## src/design/svpwm_pkg.sv

```systemverilog
// Shared constants, types and the quarter-wave sine table for the SVPWM modulator.
// Used by every module of the block; depends on nothing else.
package svpwm_pkg;

  localparam int SINE_TABLE_BITS = 10;
  localparam int ANGLE_SHIFT     = 16 - SINE_TABLE_BITS;
  localparam int QW_BITS         = SINE_TABLE_BITS - 2;
  localparam int QW_ENTRIES      = 1 << QW_BITS;
  localparam int QW_STEP         = 1 << (ANGLE_SHIFT + 1);

  localparam longint SQRT3_Q16 = 113512;
  localparam longint POLY_A    = 51472;
  localparam longint POLY_B    = 21024;
  localparam longint POLY_C    = 2320;

  localparam int XYZ_W     = 25;
  localparam int MAG_W     = 24;
  localparam int MAG_HALF  = MAG_W / 2;
  localparam int K_W       = 33;
  localparam int TA_W      = 40;
  localparam int DIV_STEPS = TA_W / 2;
  localparam int OVM_STEPS = 17;
  localparam int CNT_W     = $clog2(DIV_STEPS + 1);

  localparam int QUEUE_DEPTH = 2;

  localparam logic [7:0]  DC_LINK_RST    = 8'd12;
  localparam logic [15:0] PWM_PERIOD_RST = 16'd4000;

  localparam logic CFG_DC_LINK    = 1'b0;
  localparam logic CFG_PWM_PERIOD = 1'b1;

  localparam logic [2:0] SECT_NONE_LO = 3'd0;
  localparam logic [2:0] SECT_1       = 3'd3;
  localparam logic [2:0] SECT_2       = 3'd1;
  localparam logic [2:0] SECT_3       = 3'd5;
  localparam logic [2:0] SECT_4       = 3'd4;
  localparam logic [2:0] SECT_5       = 3'd6;
  localparam logic [2:0] SECT_6       = 3'd2;
  localparam logic [2:0] SECT_NONE_HI = 3'd7;

  typedef logic [15:0] qw_tab_t [0:QW_ENTRIES];

  typedef struct packed {
    logic [2:0]       n;
    logic [MAG_W-1:0] ma;
    logic [MAG_W-1:0] mb;
  } svpwm_item_t;

  typedef struct packed {
    logic [7:0]     udc;
    logic [15:0]    per;
    logic [K_W-1:0] k;
  } svpwm_cfg_t;

  function automatic logic [15:0] quarter_wave(longint u);
    longint u2;
    longint t;
    u2 = (u * u) >>> 15;
    t  = (POLY_C * u2) >>> 15;
    t  = POLY_B - t;
    t  = (t * u2) >>> 15;
    t  = POLY_A - t;
    return 16'((t * u) >>> 15);
  endfunction

  function automatic qw_tab_t qw_build();
    qw_tab_t tab;
    for (int j = 0; j <= QW_ENTRIES; j++) begin
      tab[j] = quarter_wave(longint'(j) * QW_STEP);
    end
    return tab;
  endfunction

  localparam qw_tab_t QW_TABLE = qw_build();

  function automatic logic signed [16:0] sine_q15(logic [15:0] p);
    logic [1:0]         quad;
    logic [QW_BITS-1:0] k;
    logic [QW_BITS:0]   idx;
    logic signed [16:0] v;
    quad = p[15:14];
    k    = p[13:ANGLE_SHIFT];
    idx  = quad[0] ? ((QW_BITS+1)'(QW_ENTRIES) - {1'b0, k}) : {1'b0, k};
    v    = signed'({1'b0, QW_TABLE[idx]});
    return quad[1] ? -v : v;
  endfunction

endpackage

```

## src/design/svpwm_queue.sv

```systemverilog
// Short queue of classified transactions between the front pipeline and the back end.
// Depends on svpwm_pkg.
module svpwm_queue import svpwm_pkg::*; (
  input  logic        clk_i,
  input  logic        rst_ni,
  input  logic        push_i,
  input  svpwm_item_t item_i,
  output logic        full_o,
  input  logic        pop_i,
  output logic        empty_o,
  output svpwm_item_t item_o
);

  localparam int PTR_W = $clog2(QUEUE_DEPTH);
  localparam int CNT_QW = $clog2(QUEUE_DEPTH + 1);

  svpwm_item_t       mem_q [QUEUE_DEPTH];
  logic [PTR_W-1:0]  wr_q, rd_q;
  logic [CNT_QW-1:0] cnt_q;

  assign full_o  = (cnt_q == CNT_QW'(QUEUE_DEPTH));
  assign empty_o = (cnt_q == '0);
  assign item_o  = mem_q[rd_q];

  always_ff @(posedge clk_i) begin
    if (push_i) begin
      mem_q[wr_q] <= item_i;
    end
  end

  always_ff @(posedge clk_i or negedge rst_ni) begin
    if (!rst_ni) begin
      wr_q  <= '0;
      rd_q  <= '0;
      cnt_q <= '0;
    end else begin
      if (push_i) begin
        wr_q <= (wr_q == PTR_W'(QUEUE_DEPTH - 1)) ? '0 : wr_q + 1'b1;
      end
      if (pop_i) begin
        rd_q <= (rd_q == PTR_W'(QUEUE_DEPTH - 1)) ? '0 : rd_q + 1'b1;
      end
      cnt_q <= cnt_q + CNT_QW'(push_i) - CNT_QW'(pop_i);
    end
  end

endmodule

```

## config.mk

```make
export PLATFORM = sky130hd
export DESIGN_NAME = svpwm_queue
export DESIGN_NICKNAME = d
export VERILOG_FILES = /design/src/design/svpwm_pkg.sv /design/src/design/svpwm_queue.sv
export SDC_FILE = /design/constraint.sdc
export NUM_CORES = 1
export LEC_CHECK = 0
export ABC_AREA = 0
export BUFFER_PORTS_ARGS = -buffer_cell sky130_fd_sc_hd__buf_4
export CORE_MARGIN = 2
export CORE_UTILIZATION = 56
export DETAILED_ROUTE_END_ITERATION = 10
export GPL_TIMING_DRIVEN = 0
export HOLD_SLACK_MARGIN = 0.15
export PLACE_DENSITY = 0.84
export SKIP_LAST_GASP = 1
export SLEW_MARGIN = 30
export SYNTH_ARGS = -nofsm -noshare
export SYNTH_HDL_FRONTEND = slang
export SYNTH_SLANG_ARGS = --single-unit
```

## constraint.sdc

```tcl
create_clock -name clk_i -period 10.46 [get_ports clk_i]
set_clock_uncertainty 0.2 [all_clocks]
set_input_delay 1.046 -clock clk_i [delete_from_list [all_inputs] [get_ports clk_i]]
set_output_delay 1.046 -clock clk_i [all_outputs]
set_load 0.01 [all_outputs]
```

==> metrics.md <==
| Metric | Value |
|---|---|
| Status | `complete, no violations` |
| Routed WL per cell | `16.0 um` |
| Die footprint | `8080 um^2` |
| DRC viols | `0` |
| # diodes | `0` |
| Pre-CTS WS | `7.87 ns` |
| Number of global-route vias before repair | `2,094` |
| Die W | `89.9 um` |
| Ys Warns | `0` |
| Count of final setup violators | `0` |
| Post-synth EDFFs | `102` |
| Crit path DAT | `1.48 ns` |
| Pins over their slew limit | `0` |
| Total core area | `7210 um^2` |
| Worst Max-Slew Pin Slew | `0.533 ns` |
| Hold Violations, Final | `0` |
| Crit path time final | `2.73 ns` |
| Net Sw Power | `0.373 mW` |
| Clock Root Buffer | `clkbuf_8` |
| Routed WL | `6.39 mm` |
| Fmax | `0.366 GHz` |
| Sequential fraction of the synthesis area | `76.6%` |
| Cell Area, Synth | `4130 um^2` |
| Max Buffers Root-to-Sink | `2` |
| Crit Path Class | `reg -> out` |
| Dominant cells by area after synthesis | `edfxtp_1 74%, mux2_4 18%, buf_12 2.4%` |
| Period utilization | `26.1%` |
| Clk pwr share | `17.5%` |
| GP Congestion | `0.655` |
| Synth cell types | `13` |
| Postcts setup bufs | `0` |
| DP HPWL | `4.47 mm` |
| Unrepaired setup endpoints after global routing | `false` |
| Fill count | `459` |
| Sw Ratio | `27.3%` |
| Share of cells above drive strength 1 | `61.3%` |
| Power Dens Cells | `257 nW/um^2` |
| Post-synth top cells | `102 x edfxtp_1, 49 x mux2_4, 5 x buf_12` |
| Largest net degree at the start of global routing | `33` |
| Syn Area/Cell | `23.7 um^2` |
| Comb power frac | `39.7%` |
| Vias | `1,912` |
| Post-route ant nets | `0` |
| Fin nets | `352` |
| Largest area contributor in the synthesized netlist | `edfxtp_1` |
| Initial antenna violation count | `0` |
| DRT iter0 DRCs | `89` |
| Rel. slew slack | `64.4%` |
| DRT Pass-1 Iters | `5` |
| Cell Int Power | `0.996 mW` |
| Net count of the mapped netlist | `231` |
| Max-Cap Viols | `0` |
| Port-buffer cells | `107` |
| Critical path fanouts, max | `10` |
| Worst IR Drop VDD | `0.150 mV` |
| WP data required | `9.21 ns` |
| Sequential share of power | `42.9%` |
| Initial Utilization | `57.2%` |
| Clock slew at reported path FFs | `0.08 ns` |
| Io pins | `108` |
| Vias per cell | `4.79` |
| Hold WC Path Type | `in -> async` |
| Post-CTS sizing | `0` |
| Crit start category | `flip-flop` |
| Ys async rst share | `3.77%` |
| Post-synthesis instance total | `174` |
| Clock sink count | `106` |
| Fin worst setup slack | `7.73 ns` |
| Die Ht | `89.9 um` |
| First-pass GRT wire length | `10.0 mm` |
| Synth-to-Final Area Change | `29.2%` |
| CTS H-tree depth | `3` |
| TNS Setup | `0 ns` |
| Leak | `2.17 nW` |
| CTS buffer count | `9` |
| # hold bufs at CTS | `0` |
| Nature of the critical path endpoint | `output pin` |
| Most frequent cell after synthesis | `edfxtp_1` |
| TritonCTS clock tree | `done` |
| Row count | `31` |
| FF+latch count, synth | `106` |
| Clk_lat worst skew | `0.34 ns` |
| Gr ovfl total | `0` |
| GRT Overall Usage | `16.3%` |
| Top-area cell type share of the netlist area | `74.2%` |
| Synth Flop Type | `edfxtp_1` |
flip-flops by register name, summed over array words and instances, names as in the netlist:
name   count
rd_q       1
mem_q    102
wr_q       1
cnt_q      2
path summary, 6_finish.rpt:
| check | start | end | slack, ns | cells after the start |
|---|---|---|---|---|
| setup / recovery | rd_q | item_o[16] | 7.73 | 4 |
| hold / removal | rst_ni | cnt_q[0] | 0.29 | 1 |
| setup reg to reg | wr_q | mem_q[0][50] | 8.67 | 3 |
| hold reg to reg | wr_q | wr_q | 0.35 | 1 |
| max in group asynchronous | rst_ni | wr_q | 9.68 | 1 |
| min in group clk_i | wr_q | wr_q | 0.35 | 1 |
worst max-delay path, stage by stage, from the launching register on:
cell and delay (ns):
dfrtp_1 0.38, buf_6 0.16, buf_12 0.16, mux2_4 0.30
buf_4 0.15
power by group through the flow:
stage / logic, mW / registers, mW / clock network [mW]
final: 0.543 / 0.587 / 0.239
after global routing: 0.578 / 0.595 / 0.262
after CTS: 0.552 / 0.588 / 0.247
after detailed placement: 0.551 / 0.598 / 0
after global placement: 0.523 / 0.600 / 0
after floorplan: 0.343 / 0.595 / 0
layer usage:
layer,up-vias,share of wire [%],GRT usage [%]
met4,0,0.78,6.92
met2,79,52,28.0
met3,6,7.2,5.62
li1,920,-,-
met1,907,40,18.9
met5,-,0,0
final cells by class:
type,instances,area [um^2],share of cell area [%]
plain buffers,6,111,2.09
clock buffers,10,128,2.39
clock inverters,6,67.6,1.27
inverters,2,7.51,0.141
multi-input cells,60,857,16.1
flip-flops and latches,106,3160,59.3
well taps,99,124,2.32
repair buffers,110,878,16.5
cells by family after synthesis:
| logic type | share of synthesized area [%] |
|---|---|
| xor+xnor | 1.00 |
| fa+ha+maj | 0.606 |
| buf+inv | 2.88 |
| flops | 76.6 |
| mux | 18.4 |
| simple gates | 0.545 |
cell usage in the layout (no fill, tap or decap), drive strengths merged:
cell / instances
clkinvlp: 2
nor2b: 2
xor2: 2
and2: 1
clkbuf: 10
dfrtp: 4
edfxtp: 102
ha: 2
buf: 116
inv: 2
nor2: 1
clkinv: 3
mux2: 51
xor3: 1
bufinv: 1
per-stage QoR:
stage                     total power [mW]  hold WS, ns  util (%)  cell area (um^2)  cells
after floorplan                      0.937        0.253         -              4130    174
after global placement                1.12        0.268      70.1              5060    380
after detailed placement              1.15        0.340      71.3              5140    383
after CTS                             1.39        0.260      74.0              5340    399
after global routing                  1.43        0.257      74.0              5340    399
final                                 1.37        0.285      74.0              5340    399
No activity file was read; power rests on OpenSTA's default activity.
